--- src/mtgp_pkg.sv ---
package mtgp_pkg;

    // Glyph map is fixed at one entry per byte value
    localparam int MAP_ENTRIES         = 256;
    localparam int STACK_DEPTH_DEFAULT = 16;

    // Config port
    localparam int CFG_IDX_W  = 3;
    localparam int CFG_DATA_W = 9;

    localparam logic [CFG_IDX_W-1:0] CFG_GLYPH_WIDTH  = 3'd0;
    localparam logic [CFG_IDX_W-1:0] CFG_GLYPH_HEIGHT = 3'd1;
    localparam logic [CFG_IDX_W-1:0] CFG_CHAR_OVERLAP = 3'd2;
    localparam logic [CFG_IDX_W-1:0] CFG_COLOR_STYLES = 3'd3;
    localparam logic [CFG_IDX_W-1:0] CFG_ALPHA_LEVELS = 3'd4;

    localparam logic [7:0] GLYPH_WIDTH_RST  = 8'd8;
    localparam logic [7:0] GLYPH_HEIGHT_RST = 8'd8;
    localparam logic [7:0] CHAR_OVERLAP_RST = 8'd0;
    localparam logic [8:0] COLOR_STYLES_RST = 9'd1;
    localparam logic [3:0] ALPHA_LEVELS_RST = 4'd2;

    // Markup characters
    localparam logic [7:0] CH_CARET = 8'h5E;  // '^'
    localparam logic [7:0] CH_POP   = 8'h3C;  // '<'
    localparam logic [7:0] CH_HASH  = 8'h23;  // '#'
    localparam logic [7:0] CH_QUOTE = 8'h27;  // single quote
    localparam logic [7:0] CH_ZERO  = 8'h30;  // '0'

    // Action codes
    localparam logic ACT_MAP_WRITE = 1'b0;
    localparam logic ACT_TEXT      = 1'b1;

    typedef enum logic [3:0] {
        ST_IDLE,
        ST_POP_RD,
        ST_POP_WB,
        ST_DIV,
        ST_PUSH,
        ST_MAP_RD,
        ST_MUL_X,
        ST_MUL_Y,
        ST_OUT
    } state_t;

endpackage

--- src/markup_text_glyph_placer_unit.sv ---
// Channel   | Ports                                            | Direction
// ----------+--------------------------------------------------+----------
// input     | s_valid/s_ready, s_action, s_text_byte,          | in
//           | s_map_slot, s_string_start, s_start_x, s_start_y |
// result    | m_valid/m_ready, m_sheet_x, m_sheet_y,           | out
//           | m_alpha_index, m_dest_x, m_dest_y,               |
//           | m_stack_overflow                                 |
// config    | cfg_valid/cfg_ready, cfg_index, cfg_data         | in
//
// Map write, lone '^' and no-op bytes stay in the idle state; a pop may read
// the stack; a push runs 8 steps of the shared bit-serial remainder unit; a
// printed glyph does a map read, then two passes through one 8x8 multiplier.
// Reset (aresetn low, synchronous) clears the sequencer, stack count, pen,
// attributes, overflow flag, map valid bits and config registers.
// A stalled result holds in the output register; the sequencer then waits
// in its output state and s_ready stays low until the register frees up.
// cfg_ready is always high.
module markup_text_glyph_placer_unit #(
    parameter int STACK_DEPTH = mtgp_pkg::STACK_DEPTH_DEFAULT
) (
    input  logic                            aclk,
    input  logic                            aresetn,

    input  logic                            s_valid,
    output logic                            s_ready,
    input  logic                            s_action,
    input  logic [7:0]                      s_text_byte,
    input  logic [7:0]                      s_map_slot,
    input  logic                            s_string_start,
    input  logic signed [15:0]              s_start_x,
    input  logic signed [15:0]              s_start_y,

    output logic                            m_valid,
    input  logic                            m_ready,
    output logic [15:0]                     m_sheet_x,
    output logic [15:0]                     m_sheet_y,
    output logic [2:0]                      m_alpha_index,
    output logic signed [15:0]              m_dest_x,
    output logic signed [15:0]              m_dest_y,
    output logic                            m_stack_overflow,

    input  logic                            cfg_valid,
    output logic                            cfg_ready,
    input  logic [mtgp_pkg::CFG_IDX_W-1:0]  cfg_index,
    input  logic [mtgp_pkg::CFG_DATA_W-1:0] cfg_data
);
    import mtgp_pkg::*;

    // Stack address and count widths
    localparam int SW = (STACK_DEPTH > 1) ? $clog2(STACK_DEPTH) : 1;
    localparam int CW = $clog2(STACK_DEPTH + 1);

    // ---------------------------------------------------------------
    // Config registers
    // ---------------------------------------------------------------
    logic [7:0] glyph_width_reg;
    logic [7:0] glyph_height_reg;
    logic [7:0] char_overlap_reg;
    logic [8:0] color_styles_reg;
    logic [3:0] alpha_levels_reg;

    assign cfg_ready = 1'b1;

    always_ff @(posedge aclk) begin
        if (!aresetn) begin
            glyph_width_reg  <= GLYPH_WIDTH_RST;
            glyph_height_reg <= GLYPH_HEIGHT_RST;
            char_overlap_reg <= CHAR_OVERLAP_RST;
            color_styles_reg <= COLOR_STYLES_RST;
            alpha_levels_reg <= ALPHA_LEVELS_RST;
        end else if (cfg_valid) begin
            case (cfg_index)
                CFG_GLYPH_WIDTH:  glyph_width_reg  <= cfg_data[7:0];
                CFG_GLYPH_HEIGHT: glyph_height_reg <= cfg_data[7:0];
                CFG_CHAR_OVERLAP: char_overlap_reg <= cfg_data[7:0];
                CFG_COLOR_STYLES: color_styles_reg <= cfg_data;
                CFG_ALPHA_LEVELS: alpha_levels_reg <= cfg_data[3:0];
                default: ;
            endcase
        end
    end

    // A zero count register behaves as one
    logic [8:0] styles_eff;
    logic [8:0] levels_eff;
    assign styles_eff = (color_styles_reg == 9'd0) ? 9'd1 : color_styles_reg;
    assign levels_eff = (alpha_levels_reg == 4'd0) ? 9'd1 : {5'd0, alpha_levels_reg};

    // ---------------------------------------------------------------
    // Sequencer state
    // ---------------------------------------------------------------
    state_t         state_reg, state_next;
    logic [7:0]     byte_reg, byte_next;
    logic           kind_reg, kind_next;         // 1: alpha push, 0: color push
    logic [CW-1:0]  count_reg, count_next;
    logic           esc_reg, esc_next;
    logic [7:0]     color_reg, color_next;
    logic [2:0]     alpha_reg, alpha_next;
    logic [15:0]    pen_x_reg, pen_x_next;
    logic [15:0]    pen_y_reg, pen_y_next;
    logic           ovf_reg, ovf_next;

    // Shared remainder unit: restoring, one dividend bit per cycle
    logic [8:0]     rem_reg, rem_next;
    logic [7:0]     dvd_reg, dvd_next;
    logic [8:0]     dvs_reg, dvs_next;
    logic [2:0]     step_reg, step_next;
    logic [8:0]     rem_trial;

    // Shared 8x8 multiplier
    logic [7:0]     mul_a, mul_b;
    logic [15:0]    mul_p;
    logic [15:0]    sheet_x_reg, sheet_x_next;

    // Output register
    logic           m_valid_reg, m_valid_next;
    logic [15:0]    m_sheet_x_reg, m_sheet_x_next;
    logic [15:0]    m_sheet_y_reg, m_sheet_y_next;
    logic [2:0]     m_alpha_reg, m_alpha_next;
    logic [15:0]    m_dest_x_reg, m_dest_x_next;
    logic [15:0]    m_dest_y_reg, m_dest_y_next;
    logic           m_ovf_reg, m_ovf_next;
    logic [15:0]    sheet_y_reg, sheet_y_next;

    // Memories
    logic [7:0]     map_mem [MAP_ENTRIES];
    logic [MAP_ENTRIES-1:0] map_valid_reg;
    logic [7:0]     map_rd_reg;
    logic           map_rd_valid_reg;
    logic           map_we;

    // Each stack entry holds the color and alpha in force once it is on top
    logic [10:0]    stk_mem [STACK_DEPTH];
    logic [10:0]    stk_rd_reg;
    logic           stk_we;
    logic [10:0]    stk_wdata;

    logic           accept;
    logic           esc_eff;
    logic           out_free;

    assign accept   = s_valid && s_ready;
    assign s_ready  = (state_reg == ST_IDLE);
    assign out_free = !m_valid_reg || m_ready;
    assign esc_eff  = esc_reg && !s_string_start;

    assign rem_trial = {rem_reg[7:0], dvd_reg[7]};
    assign mul_p     = {8'd0, mul_a} * {8'd0, mul_b};

    // Glyph map: valid bits stand in for the reset clear
    always_ff @(posedge aclk) begin
        if (map_we) begin
            map_mem[s_text_byte] <= s_map_slot;
        end
        if (state_reg == ST_MAP_RD) begin
            map_rd_reg       <= map_mem[byte_reg];
            map_rd_valid_reg <= map_valid_reg[byte_reg];
        end
    end

    always_ff @(posedge aclk) begin
        if (!aresetn) begin
            map_valid_reg <= '0;
        end else if (map_we) begin
            map_valid_reg[s_text_byte] <= 1'b1;
        end
    end

    always_ff @(posedge aclk) begin
        if (stk_we) begin
            stk_mem[count_reg[SW-1:0]] <= stk_wdata;
        end
        if (state_reg == ST_POP_RD) begin
            stk_rd_reg <= stk_mem[SW'(count_reg - CW'(1))];
        end
    end

    // ---------------------------------------------------------------
    // Next state and datapath control
    // ---------------------------------------------------------------
    always_comb begin
        state_next     = state_reg;
        byte_next      = byte_reg;
        kind_next      = kind_reg;
        count_next     = count_reg;
        esc_next       = esc_reg;
        color_next     = color_reg;
        alpha_next     = alpha_reg;
        pen_x_next     = pen_x_reg;
        pen_y_next     = pen_y_reg;
        ovf_next       = ovf_reg;
        rem_next       = rem_reg;
        dvd_next       = dvd_reg;
        dvs_next       = dvs_reg;
        step_next      = step_reg;
        sheet_x_next   = sheet_x_reg;
        sheet_y_next   = sheet_y_reg;
        m_valid_next   = m_valid_reg && !m_ready;
        m_sheet_x_next = m_sheet_x_reg;
        m_sheet_y_next = m_sheet_y_reg;
        m_alpha_next   = m_alpha_reg;
        m_dest_x_next  = m_dest_x_reg;
        m_dest_y_next  = m_dest_y_reg;
        m_ovf_next     = m_ovf_reg;
        mul_a          = map_rd_valid_reg ? map_rd_reg : 8'd0;
        mul_b          = glyph_width_reg;
        map_we         = 1'b0;
        stk_we         = 1'b0;
        stk_wdata      = {color_reg, alpha_reg};

        case (state_reg)
            ST_IDLE: begin
                if (accept) begin
                    byte_next = s_text_byte;
                    if (s_action == ACT_MAP_WRITE) begin
                        map_we = 1'b1;
                    end else begin
                        if (s_string_start) begin
                            count_next = '0;
                            esc_next   = 1'b0;
                            color_next = 8'd0;
                            alpha_next = 3'd0;
                            pen_x_next = s_start_x;
                            pen_y_next = s_start_y;
                        end
                        if (esc_eff) begin
                            esc_next = 1'b0;
                            if (s_text_byte == CH_POP) begin
                                // Pop; an empty stack leaves color and alpha at zero
                                if (count_reg != '0) begin
                                    count_next = count_reg - CW'(1);
                                    if (count_reg == CW'(1)) begin
                                        color_next = 8'd0;
                                        alpha_next = 3'd0;
                                    end else begin
                                        state_next = ST_POP_RD;
                                    end
                                end
                            end else if (s_text_byte >= CH_HASH
                                         && s_text_byte <= CH_QUOTE) begin
                                kind_next  = 1'b1;
                                rem_next   = '0;
                                dvd_next   = s_text_byte - CH_HASH;
                                dvs_next   = levels_eff;
                                step_next  = '0;
                                state_next = ST_DIV;
                            end else if (s_text_byte != CH_CARET) begin
                                kind_next  = 1'b0;
                                rem_next   = '0;
                                dvd_next   = (s_text_byte >= CH_ZERO)
                                             ? s_text_byte - CH_ZERO
                                             : CH_ZERO - s_text_byte;
                                dvs_next   = styles_eff;
                                step_next  = '0;
                                state_next = ST_DIV;
                            end else begin
                                state_next = ST_MAP_RD;   // quoted caret prints
                            end
                        end else if (s_text_byte == CH_CARET) begin
                            esc_next = 1'b1;
                        end else begin
                            state_next = ST_MAP_RD;
                        end
                    end
                end
            end

            ST_POP_RD: begin
                state_next = ST_POP_WB;
            end

            ST_POP_WB: begin
                color_next = stk_rd_reg[10:3];
                alpha_next = stk_rd_reg[2:0];
                state_next = ST_IDLE;
            end

            ST_DIV: begin
                rem_next  = (rem_trial >= dvs_reg) ? rem_trial - dvs_reg : rem_trial;
                dvd_next  = {dvd_reg[6:0], 1'b0};
                step_next = step_reg + 3'd1;
                if (step_reg == 3'd7) begin
                    state_next = ST_PUSH;
                end
            end

            ST_PUSH: begin
                if (count_reg == CW'(STACK_DEPTH)) begin
                    ovf_next = 1'b1;
                end else begin
                    if (kind_reg) begin
                        alpha_next = rem_reg[2:0];
                        stk_wdata  = {color_reg, rem_reg[2:0]};
                    end else begin
                        color_next = rem_reg[7:0];
                        stk_wdata  = {rem_reg[7:0], alpha_reg};
                    end
                    stk_we     = 1'b1;
                    count_next = count_reg + CW'(1);
                end
                state_next = ST_IDLE;
            end

            ST_MAP_RD: begin
                state_next = ST_MUL_X;
            end

            ST_MUL_X: begin
                sheet_x_next = mul_p;
                state_next   = ST_MUL_Y;
            end

            ST_MUL_Y: begin
                mul_a        = color_reg;
                mul_b        = glyph_height_reg;
                sheet_y_next = mul_p;
                state_next   = ST_OUT;
            end

            ST_OUT: begin
                if (out_free) begin
                    m_valid_next   = 1'b1;
                    m_sheet_x_next = sheet_x_reg;
                    m_sheet_y_next = sheet_y_reg;
                    m_alpha_next   = alpha_reg;
                    m_dest_x_next  = pen_x_reg;
                    m_dest_y_next  = pen_y_reg;
                    m_ovf_next     = ovf_reg;
                    // Advance may be negative; wraps at 16 bits
                    pen_x_next = pen_x_reg + {8'd0, glyph_width_reg}
                                 - {8'd0, char_overlap_reg};
                    state_next = ST_IDLE;
                end
            end

            default: begin
                state_next = ST_IDLE;
            end
        endcase
    end

    always_ff @(posedge aclk) begin
        if (!aresetn) begin
            state_reg   <= ST_IDLE;
            count_reg   <= '0;
            esc_reg     <= 1'b0;
            color_reg   <= 8'd0;
            alpha_reg   <= 3'd0;
            pen_x_reg   <= 16'd0;
            pen_y_reg   <= 16'd0;
            ovf_reg     <= 1'b0;
            m_valid_reg <= 1'b0;
        end else begin
            state_reg   <= state_next;
            count_reg   <= count_next;
            esc_reg     <= esc_next;
            color_reg   <= color_next;
            alpha_reg   <= alpha_next;
            pen_x_reg   <= pen_x_next;
            pen_y_reg   <= pen_y_next;
            ovf_reg     <= ovf_next;
            m_valid_reg <= m_valid_next;
        end
    end

    // Payload registers
    always_ff @(posedge aclk) begin
        byte_reg      <= byte_next;
        kind_reg      <= kind_next;
        rem_reg       <= rem_next;
        dvd_reg       <= dvd_next;
        dvs_reg       <= dvs_next;
        step_reg      <= step_next;
        sheet_x_reg   <= sheet_x_next;
        sheet_y_reg   <= sheet_y_next;
        m_sheet_x_reg <= m_sheet_x_next;
        m_sheet_y_reg <= m_sheet_y_next;
        m_alpha_reg   <= m_alpha_next;
        m_dest_x_reg  <= m_dest_x_next;
        m_dest_y_reg  <= m_dest_y_next;
        m_ovf_reg     <= m_ovf_next;
    end

    assign m_valid          = m_valid_reg;
    assign m_sheet_x        = m_sheet_x_reg;
    assign m_sheet_y        = m_sheet_y_reg;
    assign m_alpha_index    = m_alpha_reg;
    assign m_dest_x         = m_dest_x_reg;
    assign m_dest_y         = m_dest_y_reg;
    assign m_stack_overflow = m_ovf_reg;

endmodule

--- config.mk ---
export PLATFORM = sky130hd
export DESIGN_NAME = markup_text_glyph_placer_unit
export DESIGN_NICKNAME = d
export VERILOG_FILES = /design/src/mtgp_pkg.sv /design/src/markup_text_glyph_placer_unit.sv
export SDC_FILE = /design/constraint.sdc
export NUM_CORES = 2
export LEC_CHECK = 0
export ABC_AREA = 0
export BUFFER_PORTS_ARGS = -buffer_cell sky130_fd_sc_hd__buf_2
export CELL_PAD_IN_SITES_DETAIL_PLACEMENT = 1
export CELL_PAD_IN_SITES_GLOBAL_PLACEMENT = 1
export CORE_MARGIN = 3
export CORE_UTILIZATION = 60
export CTS_CLUSTER_SIZE = 10
export DETAILED_ROUTE_END_ITERATION = 10
export HOLD_SLACK_MARGIN = 0.15
export PLACE_DENSITY_LB_ADDON = 0.1
export SYNTH_ARGS = -nofsm -noshare
export SYNTH_HDL_FRONTEND = slang
export SYNTH_SLANG_ARGS = --single-unit
--- constraint.sdc ---
create_clock -name aclk -period 15.1 [get_ports aclk]
set_clock_uncertainty 0.2 [all_clocks]
set_input_delay 0 -clock aclk [delete_from_list [all_inputs] [get_ports aclk]]
set_output_delay 0 -clock aclk [all_outputs]
set_load 0.01 [all_outputs]
==> flow_summary.toml <==
[placed_design]
routabilityCongestion = 0.8298
place_area_um2 = 111300
numPortBuffers = 136
dp_worst_setup_slack_ps = 7976
hpwl_um = 167000

[synth]
yosys_warnings = 0
synthDistinctLibCells = 72
syn_avg_cell_area_um2 = 19.38
synth_edf_count = 2381
async_flop_share_pct = 0
ys_seq_area_share_pct = 72.44
synth_flop_cell = "edfxtp_1"
synth_seq_cells = 2729
synthCells = 5588
syn-num-nets = 5776
syn_area_um2 = 108300

[layout]
final_area_um2 = 122800
final_common_cell = "edfxtp_1"
largest_register_ffs = 2048
layout_common_cells = "edfxtp_1, mux4_2, nor2_1, dfxtp_1, clkbuf_16"
final_nets = 6233
area_growth_pct = 13.36
drive_gt1_share_pct = 21.91

[pwr]
total_power_mw = 18.66
p_leak_nw = 39.93
power.density_nw_per_um2 = 151.9
peakVddDrop_v = 0.0001154

[setup_path]
endpoint_kind = "flip-flop"
cpMaxStageDelayCell = "a21oi_1"
worstSetupPathType = "reg -> reg"
max_stage_delay_ps = 910
start_kind = "flip-flop"
cp_top_family = "adder cells"
path_buf_inv = 5
cp_data_arrival_time_ps = 7580
crit_chain = "nand2b_1, or2_2, clkinv_1, a21oi_1, nor2_1, fa_1, inv_1, fa_1, inv_1, fa_1, inv_1, fa_1, inv_1, ha_1, o41ai_1, o211ai_1, o211ai_1, xnor2_1"
required_ps = 15570
critPathMaxFanout = 24

[route]
final_antenna_net_count = 0
first_pass_iters = 8
drt_iter0_markers = 6745
drc = 0
routed_via_density = 6.661
routed_wl_um = 293100
wl_per_cell_um = 33.93
vias = 57550

[sta]
period_share_pct = 47.06
final.setup.tns_ps = 0
setup_violations = 0
hold_viol = 0
post-route-worst-setup-slack_ps = 7994
whs_ps = 221.0
rsz0062_at_grt = "false"
max_freq_mhz = 140.7
slew_headroom_pct = 5.601
tightestPinTransition_ps = 1411
period_minus_slack_ps = 7106
finalMaxSlewViolations = 0

[clock_network]
numCtsBuffers = 325
cts-htree-levels = 5
clk-insertion-delay-late_ps = 950
clockRootBuffer = "clkbuf_16"
cts_tree = "done"
cts_resized = 0
clkSinkCount = 2729
clkSlewWorstSetupHoldPaths_ps = 60
post_cts_buffers = 0
clockBufferDepth = 4

[hold_path]
hold_class = "reg -> reg"

[global_routing]
grt_pass1_wl_um = 433300
grt_overflow = 0
grt_max_degree = 162
grtUsageTotal_pct = 32.20
antenna_found_initial = 14
grt_pass1_vias = 61290

[floorplan]
die-area_um2 = 185700
core-area_um2 = 179000
die_h_um = 430.9
die_x_um = 430.9
std_cell_rows = 155
initial_core_util_pct = 60.51
io_pins = 138

[outcome]
status = "finished clean"

[run]
max_cap_violations = 0
[metal layers]
| metal | up-vias | wire (um) | share of wire [%] | track usage, % |
|---|---|---|---|---|
| met5 | - | 13 | 0.0044 | 0 |
| met4 | 2 | 12460 | 4.3 | 12.61 |
| met3 | 659 | 23450 | 8.0 | 5.567 |
| met2 | 2805 | 144400 | 49 | 51.86 |
| met1 | 30690 | 112800 | 38 | 44.73 |
| li1 | 23390 | - | - | - |
[stage by stage]
stage / util, % / std cells
finish: 68.60 / 8639
global placement: 62.17 / 7855
CTS: 68.59 / 8634
floorplan: - / 5588
detailed placement: 62.17 / 7855
global route: 68.59 / 8637
[path summary, 6_finish.rpt]
check,slack (ps),to,cells past startpoint,startpoint
min,220,m_sheet_x[5],0,sheet_x_reg[5]
max reg2reg,7990,sheet_y_reg[14],18,state_reg[3]
min reg2reg,220,m_sheet_x[5],0,sheet_x_reg[5]
max,7990,sheet_y_reg[14],18,state_reg[3]
[area by class of cell]
type	count	area, um^2
Sequential cell	2729	78470
Fill cell	14230	56210
Multi-Input combinational cell	2423	27930
Clock buffer	553	9095
Timing Repair Buffer	435	3772
Tap cell	2355	2947
Inverter	131	491.7
Clock inverter	8	70.07
Antenna cell	5	12.51
[synth_stat cells (11+ instances only)]
cell	instances	area, um^2
or2_2	20	125.1
buf_1	26	97.59
nor4_1	15	93.84
a21oi_1	94	470.5
fa_1	45	900.9
mux2i_1	112	1121
inv_1	129	484.2
a22oi_1	23	172.7
buf_2	83	415.4
xor2_1	11	96.34
edfxtp_1	2381	71500
o22ai_1	46	287.8
and3_1	21	131.4
mux2_2	14	157.7
buf_4	30	225.2
buf_6	16	180.2
or3_1	18	112.6
a21boi_0	38	285.3
o21ai_0	52	260.3
xnor2_1	21	183.9
nor2b_1	39	244.0
o21a_1	263	1974
nand2_1	185	694.4
mux4_2	741	16690
and2_1	20	125.1
nand2b_1	14	87.58
nor3_1	40	200.2
clkbuf_1	149	559.3
dfxtp_1	348	6967
nand3_1	34	170.2
ha_1	76	950.9
nor2_1	362	1359
[report_power, final]
part / total [mW] / switching, mW / leakage (nW) / internal, mW
Clock: 6.96 / 2.90 / 4.37 / 4.06
Combinational: 3.30 / 1.90 / 11.3 / 1.40
Sequential: 8.41 / 0.0753 / 24.2 / 8.33
Total: 18.7 / 4.87 / 39.9 / 13.8
[timing repair]
action	CTS	global route
hold endpoints to repair	1910	0
hold buffers	218	0
setup endpoints to repair	0	0
[cell families after synthesis]
group	count (synthesis)	synth area share [%]
DFF	2729	72.44
muxes	867	16.59
and+or+nand+nor	810	3.419
AOI/OAI and AO/OA	592	3.748
buffers and inverters	436	1.832
adders and majority gates	121	1.710
xor gates and xnor gates	32	0.2588
other	1	0.003462
Power figures use the tool's default switching activity.
